File: config.mk
export PLATFORM = sky130hd
export DESIGN_NAME = gmd_cell_mem
export DESIGN_NICKNAME = d
export VERILOG_FILES = /design/src/gmd_pkg.sv /design/src/gmd_cell_mem.sv
export SDC_FILE = /design/constraint.sdc
export NUM_CORES = 2
export LEC_CHECK = 0
export ABC_CLOCK_PERIOD_IN_PS = 3300
export CAP_MARGIN = 20
export CORE_ASPECT_RATIO = 2
export CORE_MARGIN = 4
export CORE_UTILIZATION = 66
export CTS_BUF_LIST = sky130_fd_sc_hd__clkbuf_4 sky130_fd_sc_hd__clkbuf_8
export DETAILED_ROUTE_END_ITERATION = 6
export DONT_BUFFER_PORTS = 1
export PLACE_DENSITY = 0.82
export SETUP_SLACK_MARGIN = 0.02
export SLEW_MARGIN = 20
export SYNTH_ARGS = -nofsm -noshare
export SYNTH_HDL_FRONTEND = slang
export SYNTH_SLANG_ARGS = --single-unit
File: constraint.sdc
create_clock -name clk_i -period 3.3 [get_ports clk_i]
set_input_delay 0.825 -clock clk_i [delete_from_list [all_inputs] [get_ports clk_i]]
set_output_delay 0.825 -clock clk_i [all_outputs]
set_load 0.1 [all_outputs]
File: src/gmd_pkg.sv
// Shared types and constants for the grid maze depth-first search solver.
package gmd_pkg;

  localparam int unsigned DIM_W   = 6;   // row / column coordinate width
  localparam int unsigned CNT_W   = 11;  // coin count and path length width
  localparam int unsigned PIDX_W  = 10;  // path index width
  localparam int unsigned CFG_IW  = 3;   // config register index width

  typedef enum logic [1:0] {
    REQ_PLACE = 2'd0,
    REQ_SOLVE = 2'd1,
    REQ_READ  = 2'd2,
    REQ_CLEAR = 2'd3
  } req_e;

  typedef enum logic [1:0] {
    STATUS_OK      = 2'd0,
    STATUS_HIT     = 2'd1,
    STATUS_OUTSIDE = 2'd2,
    STATUS_BEYOND  = 2'd3
  } status_e;

  typedef enum logic [1:0] {
    KIND_OPEN = 2'd0,
    KIND_WALL = 2'd1,
    KIND_COIN = 2'd2
  } kind_e;

  typedef enum logic [CFG_IW-1:0] {
    CFG_ROWS      = 3'd0,
    CFG_COLS      = 3'd1,
    CFG_START_ROW = 3'd2,
    CFG_START_COL = 3'd3,
    CFG_END_ROW   = 3'd4,
    CFG_END_COL   = 3'd5
  } cfg_idx_e;

  typedef enum logic [3:0] {
    S_INIT_CLR,
    S_IDLE,
    S_SEEN_CLR,
    S_SOLVE_BEGIN,
    S_CHECK,
    S_NBR,
    S_EVAL,
    S_POP,
    S_POP_LD,
    S_RESP
  } state_e;

  typedef struct packed {
    logic [1:0]        req_type;
    logic [DIM_W-1:0]  cell_row;
    logic [DIM_W-1:0]  cell_col;
    logic              cell_kind;
    logic [PIDX_W-1:0] path_index;
  } req_t;

  typedef struct packed {
    logic [1:0]       status;
    logic             solved;
    logic [CNT_W-1:0] coin_count;
    logic [CNT_W-1:0] path_length;
    logic [DIM_W-1:0] path_row;
    logic [DIM_W-1:0] path_col;
  } res_t;

  typedef struct packed {
    logic [DIM_W-1:0] row;
    logic [DIM_W-1:0] col;
  } coord_t;

  typedef struct packed {
    coord_t pos;
    logic   in_grid;
  } nbr_t;

  typedef struct packed {
    logic       kind_we;
    logic [1:0] kind_wdata;
    logic       seen_we;
    logic       seen_wdata;
  } cell_ctl_t;

endpackage

File: src/gmd_cell_mem.sv
// Cell kind memory and per-solve visited memory.
module gmd_cell_mem #(
  parameter int unsigned NCELLS  = 1024,
  parameter int unsigned CELL_AW = 10
) (
  input  logic                 clk_i,
  input  gmd_pkg::cell_ctl_t   ctl_i,
  input  logic [CELL_AW-1:0]   kind_addr_i,
  input  logic [CELL_AW-1:0]   seen_addr_i,
  output logic [1:0]           kind_o,
  output logic                 seen_o
);

  logic [1:0] kind_mem [NCELLS];
  logic       seen_mem [NCELLS];

  // kind store: one registered read per cycle, plus a write when kind_we is set
  always_ff @(posedge clk_i) begin
    if (ctl_i.kind_we) begin
      kind_mem[kind_addr_i] <= ctl_i.kind_wdata;
    end
    kind_o <= kind_mem[kind_addr_i];
  end

  // visited bits
  always_ff @(posedge clk_i) begin
    if (ctl_i.seen_we) begin
      seen_mem[seen_addr_i] <= ctl_i.seen_wdata;
    end
    seen_o <= seen_mem[seen_addr_i];
  end

endmodule

==> impl_metrics.ini <==
[timing]
drv_slew = 0
setup_violations = 1
fin_setup_tns_ns = -0.118
fin_crit_sh = 1.04
max_slew_margin = 0.0707
skew_ns = 0.0595
grt_setup_unrepaired = no
tightest_slew_ns = 1.39
max_freq_ghz = 0.293
min_period_ns = 3.42
hold_viol = 0
layout_setup_ws_ns = -0.118

[setup_path]
r2r_start = kind_mem[59][1]$_DFFE_PP_
cp_top_family = buffers and inverters
cpPeakStageDelay_ns = 0.43
slowest_stage = buf_16
crit_top_cell = buf_4
crit_required_ns = 4.16
crit_cells = 14
critPathArrivalTime_ns = 4.28
crit_start = seen_addr_i[0]
crit_fanout = 105
rrSetupSlack_ns = 0.09
critical_path_class = in -> reg
path_buf_inv = 6
reg2reg_depth = 8
start_kind = primary input
r2r_end = kind_o[1]$_DFF_P_
end_kind = flip-flop
crit_chain = buf_16, buf_16, clkbuf_16, mux2i_1, o22ai_1, nor2_1, a31oi_1, a2111oi_0, buf_4, nand4_1, buf_4, a211oi_1, buf_4, nand4_1

[drt]
viasPerCell = 6.96
totalWireLength_um = 381000
drtAntennaViolNets = 0
drc = 25
drtPass1Iterations = 7
drt_iter0_drc = 12600
post_drt_wl_per_cell_um = 33.3
vias = 79800

[yosys]
ys_seq_elements = 3075
yosysTopAreaCell = edfxtp_1
seq_area_frac_synth = 0.725
synth_area_mm2 = 0.127
syn_nets = 8400
synth.most_common_cell = edfxtp_1
synth_edf_count = 3072
synth_cell_types = 67
synth_cells = 8374
synthArstFlopShare = 0
synth_commonest_cells = edfxtp_1 (3072), nor2_1 (2124), mux2i_1 (932)
synth_area_per_cell_um2 = 15.2
synth_top_area_frac = 0.724
yosys_warnings = 0
yosys-top-cells-area = edfxtp_1 (72%), mux2i_1 (7.3%), nor2_1 (6.3%)
ys.flop_type = edfxtp_1

[min_path]
min_path_type = in -> reg
hold_depth = 2
hold_start = seen_addr_i[5]
holdPathEnd = seen_o$_DFF_P_

[floorplanning]
coreArea_mm2 = 0.192
rows = 227
die_w_um = 319
die_y_um = 629
initial_core_util = 0.664
io_pins = 29
die-area_mm2 = 0.201

[placed_design]
place_inst = 10700
pre_cts_slack_ns = -2.38
globalplace.congestion = 0.961
hpwl_um = 220000
numPortBuffers = 0

[clock_network]
post_cts_buffers = 0
cts_made_buffers = 396
path_clk_slew_ns = 0.07
clkLatencyLatePin_ns = 1.00
htree_levels = 5
root_buffer = clkbuf_8
cts_tree = done
cts_sinks = 3075
clock_path_buffers = 4

[layout]
nNetsFinal = 8647
fin_cells = 11500
seq_area_mm2 = 0.0923
layout-drive-gt1-share = 0.178
fillers = 10900
multi_input_area_mm2 = 0.0320
area_growth_pct = 11.0

[pwr]
seqPwrFrac = 0.577
p_int_w = 0.0582
power_frac_clock = 0.370
switching_share = 0.219
comb_power_share = 0.053
powerDensity_mw_per_mm2 = 527
max-vdd-ir-drop_v = 0.000520
p_sw_w = 0.0164
leakagePower_nw = 45.6

[global_route]
grt_pass1_vias = 80400
grt_overflow = 0
grt_pass1_wl_um = 533000
grt_max_degree = 1025
antenna_found_initial = 6
gr-usage-all-layers = 0.369

[job]
drv_cap = 0

[outcome]
failed_checks = design-rule violations, negative setup slack
status = complete, but fails checks
## metal layers
metal,GRT usage,vias up,wire length [um]
met4,0.339,6,46400
met5,0,-,49
met2,0.615,6614,187000
met3,0.0766,2256,44500
li1,-,32100,-
met1,0.392,38800,104000
## cells by family after synthesis
family / count (synthesis) / share of synthesized area
AND/OR/NAND/NOR: 2624 / 0.0844
flip-flops: 3075 / 0.725
buffers and inverters: 739 / 0.0271
multiplexers: 1251 / 0.129
AO/OA/AOI/OAI: 685 / 0.0350
## cell usage in the layout, fill, tap and decap left out, drive strengths merged, types with 6 or more instances in the layout
cell type,synthesis,layout
a2111oi,9,9
a211oi,14,14
a21oi,37,37
a22o,6,6
a22oi,90,90
a31oi,14,14
and2,11,11
and3,8,8
buf,296,560
bufbuf,0,6
bufinv,0,14
clkbuf,439,530
clkinv,0,164
clkinvlp,0,8
diode,0,13
edfxtp,3072,3072
inv,4,9
mux2,9,9
mux2i,932,932
mux4,310,310
nand2,189,189
nand3,33,33
nand4,40,40
nand4b,9,9
nand4bb,12,12
nor2,2125,2125
nor2b,14,14
nor3,50,50
nor3b,10,10
nor4,66,66
o211ai,11,11
o21ai,74,74
o221ai,23,23
o22ai,382,382
or4,22,22
or4b,9,9
## registers in the layout (all words and copies together), names as in the netlist
register / flops
kind_mem: 2048
kind_o: 2
seen_mem: 1024
seen_o: 1
## what timing repair did
| action | in CTS | in global routing |
|---|---|---|
| setup endpoints to repair | 1241 | 257 |
| resized for setup | 1 | 7 |
| hold endpoints to repair | 32 | 220 |
| cloned | 7 | 13 |
| hold buffers | 4 | 4 |
| pin swaps | 0 | 1 |
## power groups by stage
stage                     combinational, W  sequential (W)  clock [W]
after floorplan                    0.00201          0.0439          0
after detailed placement           0.00291          0.0439          0
after CTS                          0.00299          0.0430     0.0277
after global placement             0.00267          0.0439          0
after global routing               0.00402          0.0430     0.0295
final                              0.00394          0.0430     0.0276
## worst reg2reg max path: stages, from the launching register on
cell and delay (ns):
edfxtp_1 0.36, mux2i_1 0.51, o22ai_1 0.15, or4_1 0.58, a21oi_1 0.27, a22oi_1 0.34
nand4_1 0.27, and4_1 0.45, nand4_1 0.18
## area by class of cell
cell class / instances / area share
Clock buffer: 517 / 0.0457
Clock inverter: 191 / 0.00859
Multi-Input combinational cell: 4560 / 0.226
Tap cell: 2519 / 0.0223
Sequential cell: 3075 / 0.653
Timing Repair Buffer: 584 / 0.0446
Antenna cell: 13 / 0.000230
Inverter: 4 / 0.000106
## worst max path at each step
stage                                 endpoint  slack (ns)
floorplan           kind_mem[278][0]$_DFFE_PP_        0.23
global placement             kind_o[1]$_DFF_P_       -0.96
detailed placement           kind_o[1]$_DFF_P_       -2.38
CTS                          kind_o[1]$_DFF_P_        0.10
global route                    seen_o$_DFF_P_        0.02
finish                          seen_o$_DFF_P_       -0.12
## stage by stage
step / util / hold slack [ns] / cell area [um^2] / power (W)
floorplan: - / 0.726 / 127000 / 0.0459
finish: 0.738 / 0.0945 / 141000 / 0.0746
detailed placement: 0.691 / 1.03 / 133000 / 0.0468
global placement: 0.691 / 0.976 / 132000 / 0.0465
global route: 0.738 / 0.0765 / 141000 / 0.0766
CTS: 0.733 / 0.00204 / 141000 / 0.0737
Power figures use the tool's default switching activity.
