File: src/gmd_pkg.sv
// Shared types and constants for the grid maze depth-first search solver.
package gmd_pkg;

  localparam int unsigned DIM_W   = 6;   // row / column coordinate width
  localparam int unsigned CNT_W   = 11;  // coin count and path length width
  localparam int unsigned PIDX_W  = 10;  // path index width
  localparam int unsigned CFG_IW  = 3;   // config register index width

  typedef enum logic [1:0] {
    REQ_PLACE = 2'd0,
    REQ_SOLVE = 2'd1,
    REQ_READ  = 2'd2,
    REQ_CLEAR = 2'd3
  } req_e;

  typedef enum logic [1:0] {
    STATUS_OK      = 2'd0,
    STATUS_HIT     = 2'd1,
    STATUS_OUTSIDE = 2'd2,
    STATUS_BEYOND  = 2'd3
  } status_e;

  typedef enum logic [1:0] {
    KIND_OPEN = 2'd0,
    KIND_WALL = 2'd1,
    KIND_COIN = 2'd2
  } kind_e;

  typedef enum logic [CFG_IW-1:0] {
    CFG_ROWS      = 3'd0,
    CFG_COLS      = 3'd1,
    CFG_START_ROW = 3'd2,
    CFG_START_COL = 3'd3,
    CFG_END_ROW   = 3'd4,
    CFG_END_COL   = 3'd5
  } cfg_idx_e;

  typedef enum logic [3:0] {
    S_INIT_CLR,
    S_IDLE,
    S_SEEN_CLR,
    S_SOLVE_BEGIN,
    S_CHECK,
    S_NBR,
    S_EVAL,
    S_POP,
    S_POP_LD,
    S_RESP
  } state_e;

  typedef struct packed {
    logic [1:0]        req_type;
    logic [DIM_W-1:0]  cell_row;
    logic [DIM_W-1:0]  cell_col;
    logic              cell_kind;
    logic [PIDX_W-1:0] path_index;
  } req_t;

  typedef struct packed {
    logic [1:0]       status;
    logic             solved;
    logic [CNT_W-1:0] coin_count;
    logic [CNT_W-1:0] path_length;
    logic [DIM_W-1:0] path_row;
    logic [DIM_W-1:0] path_col;
  } res_t;

  typedef struct packed {
    logic [DIM_W-1:0] row;
    logic [DIM_W-1:0] col;
  } coord_t;

  typedef struct packed {
    coord_t pos;
    logic   in_grid;
  } nbr_t;

  typedef struct packed {
    logic       kind_we;
    logic [1:0] kind_wdata;
    logic       seen_we;
    logic       seen_wdata;
  } cell_ctl_t;

endpackage

File: src/gmd_addr_unit.sv
// Shared coordinate unit: neighbor step, grid bounds check and cell address.
module gmd_addr_unit #(
  parameter int unsigned MAX_COLS = 32,
  parameter int unsigned CELL_AW  = 10
) (
  input  gmd_pkg::coord_t               base_i,
  input  logic [1:0]                    dir_i,
  input  logic                          use_dir_i,
  input  logic [gmd_pkg::DIM_W-1:0]     rows_i,
  input  logic [gmd_pkg::DIM_W-1:0]     cols_i,
  output gmd_pkg::nbr_t                 nbr_o,
  output logic [CELL_AW-1:0]            addr_o
);

  logic [gmd_pkg::DIM_W:0] r7, c7, rm1, cm1;

  // step one cell in the chosen direction: row+1, col+1, row-1, col-1
  always_comb begin
    r7 = {1'b0, base_i.row};
    c7 = {1'b0, base_i.col};
    if (use_dir_i) begin
      case (dir_i)
        2'd0:    r7 = r7 + 1'b1;
        2'd1:    c7 = c7 + 1'b1;
        2'd2:    r7 = r7 - 1'b1;
        default: c7 = c7 - 1'b1;
      endcase
    end
    rm1 = r7 - 1'b1;
    cm1 = c7 - 1'b1;
  end

  assign nbr_o.pos.row = r7[gmd_pkg::DIM_W-1:0];
  assign nbr_o.pos.col = c7[gmd_pkg::DIM_W-1:0];
  assign nbr_o.in_grid = (r7 != '0) && (r7 <= {1'b0, rows_i}) &&
                         (c7 != '0) && (c7 <= {1'b0, cols_i});

  // row-major cell address
  assign addr_o = CELL_AW'(rm1) * CELL_AW'(MAX_COLS) + CELL_AW'(cm1);

endmodule

File: config.mk
export PLATFORM = sky130hd
export DESIGN_NAME = gmd_addr_unit
export DESIGN_NICKNAME = d
export VERILOG_FILES = /design/src/gmd_pkg.sv /design/src/gmd_addr_unit.sv
export SDC_FILE = /design/constraint.sdc
export NUM_CORES = 1
export LEC_CHECK = 0
export ABC_AREA = 0
export BUFFER_PORTS_ARGS = -buffer_cell sky130_fd_sc_hd__buf_2
export CORE_MARGIN = 2
export CORE_UTILIZATION = 50
export DETAILED_ROUTE_END_ITERATION = 7
export PLACE_DENSITY = 0.92
export SLEW_MARGIN = 10
export SYNTH_ARGS = -nofsm -noshare
export SYNTH_HDL_FRONTEND = slang
export SYNTH_SLANG_ARGS = --single-unit
File: constraint.sdc
create_clock -name vclk -period 5.4
set_clock_uncertainty 0.05 [all_clocks]
set_input_delay 0.81 -clock vclk [all_inputs]
set_output_delay 0.81 -clock vclk [all_outputs]
set_load 0.02 [all_outputs]
==> results by group, run 1 <==
Worst setup path
  – Critical path endpoint category: primary output
  – Worst path required time: 4.54 ns
  – Worst setup endpoint: addr_o[9]
  – CP startpoint kind: input port
  – Worst path arrival time: around 4.2 ns
  – Crit Path Class: input port to primary output
  – Crit Path Max Fanout: 13
  – Crit. Startpoint: dir_i[1]

Cells and area
  – Ant. Diodes: 0
  – Nets: 266
  – Fraction of layout cells with a size suffix above 1: between 30% and 40%
  – Area Overhead vs Synth: 23.3%
  – Clock buffers: 0
  – Filler instances: about 220
  – FF+latch count: 0
  – Finished Layout Cells: ~240
  – Register area: 0 sq um
  – Multi-input logic area: 1140 sq um
  – Core Util, Final: a little under two thirds
  – Final Cell Area: ~1500 sq um

Floorplanning
  – I/O Pins: 50
  – Core Region: around 2400 sq um
  – Starting density of the core: between 50% and 60%
  – # rows: 18
  – Die area: slightly below 3000 sq um
  – Die height: between 50 and 60 um
  – Die width: 54.0 um

Route
  – First-iteration detailed-routing DRC count: 17
  – 1st-pass router iterations: 4
  – Drt via density: between 5 and 6
  – Antenna-violating nets left: 0
  – Vias: approximately 1,300
  – Wirelength per Cell: between 10 and 15 um
  – # DRC: 0
  – Post-Route WL: between 2000 and 3000 um

Placed design
  – Port buffer count: 50
  – Routability congestion estimate: just under 0.9
  – Post-Place Worst Slack: 0.239 ns
  – DP Area: 1530 sq um
  – Dpl hpwl: between 2000 and 2500 um
  – Post-placement cell count: ~240

GRT
  – GRT overflow: 0
  – Largest net degree at the start of global routing: 14
  – Global Route Usage Sum: 19.3%
  – Number of global-route vias before repair: approximately 1,100
  – Met1 GRT Util: a little over a quarter
  – Top Usage Layer GRT: met2
  – Global-route wire length before repair: between 4000 and 5000 um
  – Routing usage on met2: a little over a third
  – Initial antenna violation count: 0
  – Met3 usage: 0.556%

STA
  – Finish-stage setup viols: 0
  – Max-slew headroom: between 50% and 60%
  – Hold_ws: roughly 2 ns
  – Worst-Margin Slew: between 0.6 and 0.7 ns
  – Achievable Freq: 198 MHz
  – PnR worst setup slack: roughly 0.35 ns
  – Final setup TNS: 0 ns
  – Fin crit period: 5.05 ns
  – Slew Limit Fails: 0
  – RSZ-0062 raised after global routing: false
  – Final hold vios: 0
  – Period Utilization, post-route: 93.5%

Pwr
  – PwrDens: 135 nW/um^2
  – Total power: ~210 uW
  – Peak VDD IR: roughly 78 uV
  – Pleak: roughly 0.8 nW

Min path
  – Hold Path Class: input port to primary output
  – Hold path depth: 3

Yosys
  – Top cells by area, synth: ha_1, xnor2_1, inv_1
  – Syn avg cell area: around 7.6 sq um
  – Leading area contributor after synthesis: ha_1
  – Sequential cell area fraction in the yosys report: 0%
  – Synth Warn #: 0
  – Syn Nets: 215
  – Mapped Area: between 1000 and 1500 sq um
  – Post-synth cell types: between 50 and 60
  – Cells after synthesis: 164
  – Post-synth top area share: about 22%

Job
  – Max-cap viol count: 0

Clock network
  – Post-CTS Setup Bufs: 0

Status
  – Status: complete, no violations
[cells in the mapped netlist, drive strengths merged (3+ instances only)]
library cell / instances
a211oi: 3
a21o: 5
a21oi: 8
and3: 3
ha: 22
inv: 25
nand2: 10
nand2b: 3
nand3: 3
nor2: 6
nor2b: 4
nor3: 7
nor4: 3
o21a: 4
o21ai: 6
o31ai: 3
or3: 3
xnor2: 13
xor2: 7
[report_power, final]
part / switching (mW) / total [mW] / internal, mW
Clock: 0 / 0 / 0
Combinational: 0.122 / 0.207 / 0.0855
Sequential: 0 / 0 / 0
[critical path, cell delays in order]
cell      delay, ns
buf_2          0.18
nand2b_2       0.21
inv_1          0.07
fa_1           0.37
nor2b_1        0.20
o21a_1         0.16
nor3_2         0.05
o31ai_2        0.41
or3_1          0.19
xnor2_1        0.11
ha_1           0.18
inv_1          0.05
fa_1           0.43
a21oi_1        0.15
a22oi_1        0.08
a31oi_1        0.22
xnor2_1        0.13
buf_2          0.17
[layout make-up]
type / count / area share, %
inverter: 25 / 6.10
timing repair buffer: 52 / 17.2
multi-input combinational: 136 / 74.2
tap: 30 / 2.44
[worst min-delay path by stage]
stage | start | end
2_1_floorplan | base_i[11] | nbr_o[12]
3_3_place_gp | base_i[11] | nbr_o[12]
3_5_place_dp | base_i[11] | nbr_o[12]
4_1_cts | base_i[11] | nbr_o[12]
5_1_grt | base_i[11] | nbr_o[12]
6_report | base_i[11] | nbr_o[12]
[kinds of logic after synthesis]
kind of cell	Yosys count	share of synthesized area, %
buffers and inverters	28	9.13
XOR/XNOR	20	14.6
AO/OA/AOI/OAI	37	21.8
AND/OR/NAND/NOR	55	29.2
adder cells (fa/ha/maj)	24	25.3
[metal layers]
layer | vias up | routed length (um) | part of all wire (%)
li1 | 681 | - | -
met1 | 581 | 1150 | 44
met2 | 31 | 1340 | 51
met3 | 2 | 114 | 4.3
met4 | 0 | 12 | 0.46
met5 | - | 0 | 0
[timing repair]
item	in CTS	in global routing
hold buffers	0	0
endpoints found under the setup margin	0	1
resized for setup	0	2
[cells in the final DEF (no fill, tap or decap), types with 4 or more instances in the layout]
cell | synthesis | layout
nand2_1 | 10 | 10
o21a_1 | 4 | 4
a21o_1 | 5 | 5
xnor2_1 | 13 | 13
a21oi_1 | 7 | 7
inv_1 | 24 | 24
ha_1 | 22 | 22
xor2_1 | 6 | 6
nor2b_1 | 4 | 4
nor2_1 | 6 | 6
buf_2 | 1 | 50
nor3_1 | 5 | 4
o21ai_0 | 4 | 4
Note: power is estimated with default switching activity, not from simulation.
==> run 2: changes to the inputs <==
--- a/config.mk
+++ b/config.mk
@@ -10,7 +10,7 @@
 export CORE_MARGIN = 2
 export CORE_UTILIZATION = 50
 export DETAILED_ROUTE_END_ITERATION = 7
-export PLACE_DENSITY = 0.92
+export PLACE_DENSITY = 0.79
 export SLEW_MARGIN = 10
 export SYNTH_ARGS = -nofsm -noshare
 export SYNTH_HDL_FRONTEND = slang
==> run 2 against run 1 <==
Global-route usage fell by 0.31 points. Via count is 0.15% lower. Fmax shrank 0.48%. Setup slack worse by 0.025 ns. Worst hold slack got worse by 0.0029 ns. Utilization increased by 0.31 points. Final area up 0.49%. Sequential share of layout area stayed put. Flip-flop and latch count unchanged. Power increased by 0.61%. First-iteration DRC count down 29%. Critical path depth down 1. Highest routed layer is now met3.
==> results by group, run 2 (synthesis gave the netlist of run 1 again) <==
Clock network
  – Post-CTS Setup Bufs: 0 (unchanged)
  – Post-CTS Hold Buffers: 0 (unchanged)
  – CTS resizes: 0 (unchanged)

Floorplanning
  – Die area: 2910 sq um (unchanged)
  – Starting density of the core: 51.8% (unchanged)
  – Die width: 54.0 um (unchanged)
  – I/O Pins: 50 (unchanged)
  – Die height: 54.0 um (unchanged)
  – Core Region: 2410 sq um (unchanged)
  – # rows: 18 (unchanged)

STA
  – Fin crit period: 5.07 ns (+0.0246 ns)
  – Final setup TNS: 0 ns (unchanged)
  – Finish-stage setup viols: 0 (unchanged)
  – Achievable Freq: 197 MHz (-0.48%)
  – Worst-Margin Slew: 0.655 ns (+0.0198 ns)
  – Max-slew headroom: 56.1% (-1.3 points)
  – RSZ-0062 raised after global routing: false
  – Slew Limit Fails: 0 (unchanged)
  – Period Utilization, post-route: 94.0% (+0.45 points)
  – Final hold vios: 0 (unchanged)

Cells and area
  – Final Cell Area: 1550 sq um (+0.49%)
  – Register area: 0 sq um (unchanged)
  – Ant. Diodes: 0 (unchanged)
  – Area Overhead vs Synth: 23.9%
  – Core Util, Final: 64.1% (+0.31 points)
  – Fraction of layout cells with a size suffix above 1: 32.1% (-0.30 points)
  – Clock buffers: 0 (unchanged)
  – Nets: 268 (+0.75%)
  – Most frequent cells in the layout: buf_2, inv_1, ha_1, xnor2_1, nand2_1
  – Finished Layout Cells: 245 (+0.82%)
  – Most common cell after layout, fill and taps aside: buf_2
  – Filler instances: 244 (+9.4%)
  – FF+latch count: 0 (unchanged)
  – Multi-input logic area: 1130 sq um (-0.66%)

Route
  – Antenna-violating nets left: 0 (unchanged)
  – Wirelength per Cell: 10.8 um (-0.14%)
  – Post-Route WL: 2640 um (+0.69%)
  – Vias: 1,293 (-0.15%)
  – First-iteration detailed-routing DRC count: 12 (-5)
  – # DRC: 0 (unchanged)
  – Drt via density: 5.28 (-0.97%)
  – 1st-pass router iterations: 4 (unchanged)

Status
  – Status: complete, no violations

GRT
  – Number of global-route vias before repair: 1,085 (-2.3%)
  – Largest net degree at the start of global routing: 13 (-1)
  – GRT overflow: 0 (unchanged)
  – Global-route wire length before repair: 4330 um (-2.2%)
  – Global Route Usage Sum: 19.0% (-0.31 points)
  – Initial antenna violation count: 0 (unchanged)

Min path
  – Hold path depth: 3 (unchanged)
  – WHS Endpoint: nbr_o[12]
  – Hold Path Class: input port to primary output
  – Hold Crit Start: base_i[11]

Worst setup path
  – CP startpoint kind: input port
  – Crit-path slowest cell: fa_1
  – Critical path, cell by cell: buf_2, nand2b_1, ha_1, nor2b_1, o21a_1, nor3_1, o31ai_2, or3_1, xnor2_1, ha_1, inv_1, fa_1, a21oi_1, a22oi_1, a31oi_1, xnor2_1, buf_2
  – Worst path arrival time: 4.21 ns (+0.02 ns)
  – Worst path required time: 4.54 ns (about the same)
  – Crit Path Class: input port to primary output
  – Largest stage delay, worst path: 0.43 ns (about the same)
  – Crit Path Max Fanout: 6 (-7)
  – Critical path endpoint category: primary output

Pwr
  – Pleak: 0.822 nW (+1.0%)
  – PwrDens: 135 nW/um^2 (+0.12%)
  – Peak VDD IR: 103 uV (+32%)

Placed design
  – DP Area: 1550 sq um (+0.98%)
  – Dpl hpwl: 2340 um (-0.31%)
  – Routability congestion estimate: 0.813 (-7.9%)
  – Post-placement cell count: 245 (+0.82%)
  – Port buffer count: 50 (unchanged)

Job
  – Max-cap viol count: 0 (unchanged)
run 2: per-stage QoR:
stage | hold slack, ns | power, mW | setup slack, ns
6_report | 1.95 | 0.208 | 0.325
3_3_place_gp | 1.95 | 0.206 | 0.385
4_1_cts | 1.96 | 0.210 | 0.327
3_5_place_dp | 1.96 | 0.209 | 0.331
2_1_floorplan | 1.68 | 0.149 | 0.118
5_1_grt | 1.98 | 0.233 | 0.0847
run 2: power breakdown:
part | internal, mW | switching (mW)
clock | 0 | 0
combinational | 0.0863 | 0.122
sequential | 0 | 0
run 2: worst max path at each step:
stage / startpoint / to / cells past startpoint
after floorplan: dir_i[1] / addr_o[9] / 14
after global placement: dir_i[1] / addr_o[9] / 17
after detailed placement: dir_i[1] / addr_o[9] / 17
after CTS: dir_i[1] / addr_o[9] / 17
after global routing: dir_i[1] / addr_o[9] / 16
final: dir_i[1] / addr_o[9] / 17
run 2: worst max-delay path: cells and delay by family:
kind | cells | cell delay [ns]
xor gates and xnor gates | 2 | 0.28
buffers and inverters | 3 | 0.34
adders and majority gates | 3 | 0.98
and+or+nand+nor | 4 | 1.04
AOI/OAI and AO/OA | 5 | 0.77
run 2: layout make-up:
cell class / instances / area share, %
Timing Repair Buffer: 54 / 18.1
Multi-Input combinational cell: 136 / 73.4
Inverter: 25 / 6.07
Tap cell: 30 / 2.43
run 2: per-layer routing:
metal / track usage (%) / vias up / share of wire (%)
li1: - / 696 / -
met1: 26.3 / 566 / 50
met2: 33.9 / 31 / 45
met3: 0.556 / 0 / 5.1
met4: 0.855 / 0 / 0
met5: 0 / - / 0
==> run 3: changes to the inputs <==
==> constraint.sdc (replaced) <==
create_clock -name vclk -period 5.47
set_clock_uncertainty 0.05 [all_clocks]
set_input_delay 0.8205 -clock vclk [all_inputs]
set_output_delay 0.8205 -clock vclk [all_outputs]
set_load 0.02 [all_outputs]
==> run 3 against run 2 <==
Routed wire length down 1.4%. Sequential share of layout area unchanged. Flip-flop and latch count unchanged. First-iteration DRC count up 8.3%. Worst hold slack better by 0.023 ns. Power down 2.3%. Highest routed layer unchanged.
==> results by group, run 3 (synthesis gave the netlist of run 1 again) <==
Status
  – Status: complete, no violations

Floorplanning
  – Starting density of the core: 51.8% (unchanged)
  – Die height: 54.0 um (unchanged)
  – I/O Pins: 50 (unchanged)
  – Core Region: 2410 sq um (unchanged)
  – Die area: 2910 sq um (unchanged)
  – # rows: 18 (unchanged)
  – Die width: 54.0 um (unchanged)

Pwr
  – Seq pwr share: 0% (unchanged)
  – PwrDens: 132 nW/um^2 (-2.0%)
  – Sw Ratio: 58.8% (+0.17 points)
  – Pleak: 0.818 nW (-0.52%)
  – Net Switching: 120 uW (-2.0%)
  – Internal: 84.0 uW (-2.6%)
  – Combinational share of power: 100.0% (about the same)
  – Clock network power share: 0% (unchanged)
  – Peak VDD IR: 87.4 uV (-15%)

GRT
  – Number of global-route vias before repair: 1,081 (-0.37%)
  – Initial antenna violation count: 0 (unchanged)
  – Largest net degree at the start of global routing: 13 (unchanged)
  – GRT overflow: 0 (unchanged)
  – Global-route wire length before repair: 4380 um (+1.1%)
  – Global Route Usage Sum: 19.0% (+0.058 points)

Route
  – # DRC: 0 (unchanged)
  – Post-Route WL: 2610 um (-1.4%)
  – Wirelength per Cell: 10.7 um (-0.96%)
  – First-iteration detailed-routing DRC count: 13 (+1)
  – 1st-pass router iterations: 3 (-1)
  – Drt via density: 5.17 (-2.1%)
  – Antenna-violating nets left: 0 (unchanged)
  – Vias: 1,261 (-2.5%)

Worst setup path
  – Worst path arrival time: 4.23 ns (+0.02 ns)
  – Crit Path Class: input port to primary output
  – Crit Path Max Fanout: 6 (unchanged)
  – Critical path endpoint category: primary output
  – CP startpoint kind: input port
  – Worst path required time: 4.60 ns (+0.06 ns)

Cells and area
  – Finished Layout Cells: 244 (-0.41%)
  – Fraction of layout cells with a size suffix above 1: 32.2% (+0.15 points)
  – Area Overhead vs Synth: 23.6%
  – Nets: 267 (-0.37%)
  – Most common cell after layout, fill and taps aside: buf_2
  – Clock buffers: 0 (unchanged)
  – FF+latch count: 0 (unchanged)
  – Most frequent cells in the layout: buf_2, inv_1, ha_1, xnor2_1, nand2_1
  – Final Cell Area: 1540 sq um (-0.24%)
  – Ant. Diodes: 0 (unchanged)
  – Filler instances: 244 (unchanged)
  – Register area: 0 sq um (unchanged)

Clock network
  – Post-CTS Setup Bufs: 0 (unchanged)
  – CTS resizes: 0 (unchanged)
  – Post-CTS Hold Buffers: 0 (unchanged)

Placed design
  – Post-placement cell count: 244 (-0.41%)
  – Port buffer count: 50 (unchanged)
  – Routability congestion estimate: 0.809 (-0.49%)
  – Dpl hpwl: 2310 um (-1.3%)
  – DP Area: 1540 sq um (-0.49%)

STA
  – Final setup TNS: 0 ns (unchanged)
  – Period Utilization, post-route: approximately 93%
  – Slew Limit Fails: 0 (unchanged)
  – RSZ-0062 raised after global routing: false
  – Finish-stage setup viols: 0 (unchanged)
  – Max-slew headroom: 57.0% (+0.94 points)
  – Worst-Margin Slew: 0.641 ns (-0.0141 ns)
  – Fin crit period: between 5 and 6 ns
  – Final hold vios: 0 (unchanged)
  – Hold_ws: 1.98 ns (+0.0228 ns)
  – Achievable Freq: 196 MHz

Job
  – Max-cap viol count: 0 (unchanged)

Min path
  – Hold Path Class: input port to primary output
==> run 3: cell count changes in the layout (fill, tap and decap cells not counted) <==
cell     delta
a21oi_1     -1
a21oi_2     +1
buf_4       -1
==> run 3: final cells by class <==
class / instances / area [sq um] / area share [%]
inverter: 25 / 93.8 / 6.09
multi-input combinational: 136 / 1140 / 73.8
tap: 30 / 37.5 / 2.44
timing repair buffer: 53 / 273 / 17.7
==> run 3: worst paths after layout <==
| path | from | to | slack (ns) | cells after the start |
|---|---|---|---|---|
| setup / recovery | dir_i[1] | addr_o[9] | 0.37 | 17 |
| hold / removal | base_i[11] | nbr_o[12] | 1.98 | 3 |
==> run 3: per-layer routing <==
metal  vias to the layer above  wire, um  global-route usage [%]  part of all wire [%]
met2                        23      1160                    32.3                    45
met3                         0        98                       0                   3.8
li1                        686         -                       -                     -
met1                       552      1350                    28.5                    52
met5                         -         0                       0                     0
met4                         0         0                       0                     0
==> run 3: metrics by stage <==
stage / setup WS (ns) / power, mW / utilization [%]
after floorplan: 0.167 / 0.147 / -
after global placement: 0.415 / 0.203 / 63.8
after detailed placement: 0.304 / 0.204 / 63.8
after CTS: 0.304 / 0.205 / 63.8
after global routing: 0.00403 / 0.229 / 64.0
final: 0.370 / 0.204 / 64.0
==> run 3: power groups by stage <==
| stage | Sequential, mW | Combinational [mW] | Clock [mW] |
|---|---|---|---|
| 6_report | 0 | 0.204 | 0 |
| 2_1_floorplan | 0 | 0.147 | 0 |
| 3_3_place_gp | 0 | 0.203 | 0 |
| 3_5_place_dp | 0 | 0.204 | 0 |
| 4_1_cts | 0 | 0.205 | 0 |
| 5_1_grt | 0 | 0.229 | 0 |
==> run 3: worst max-delay path, stage by stage <==
cell      delay (ns)
buf_2           0.11
nand2b_1        0.23
ha_1            0.36
nor2b_1         0.17
o21a_1          0.17
nor3_1          0.23
o31ai_2         0.16
or3_1           0.41
xnor2_1         0.14
ha_1            0.18
inv_1           0.06
fa_1            0.43
a21oi_1         0.15
a22oi_1         0.08
a31oi_1         0.22
xnor2_1         0.13
buf_2           0.18
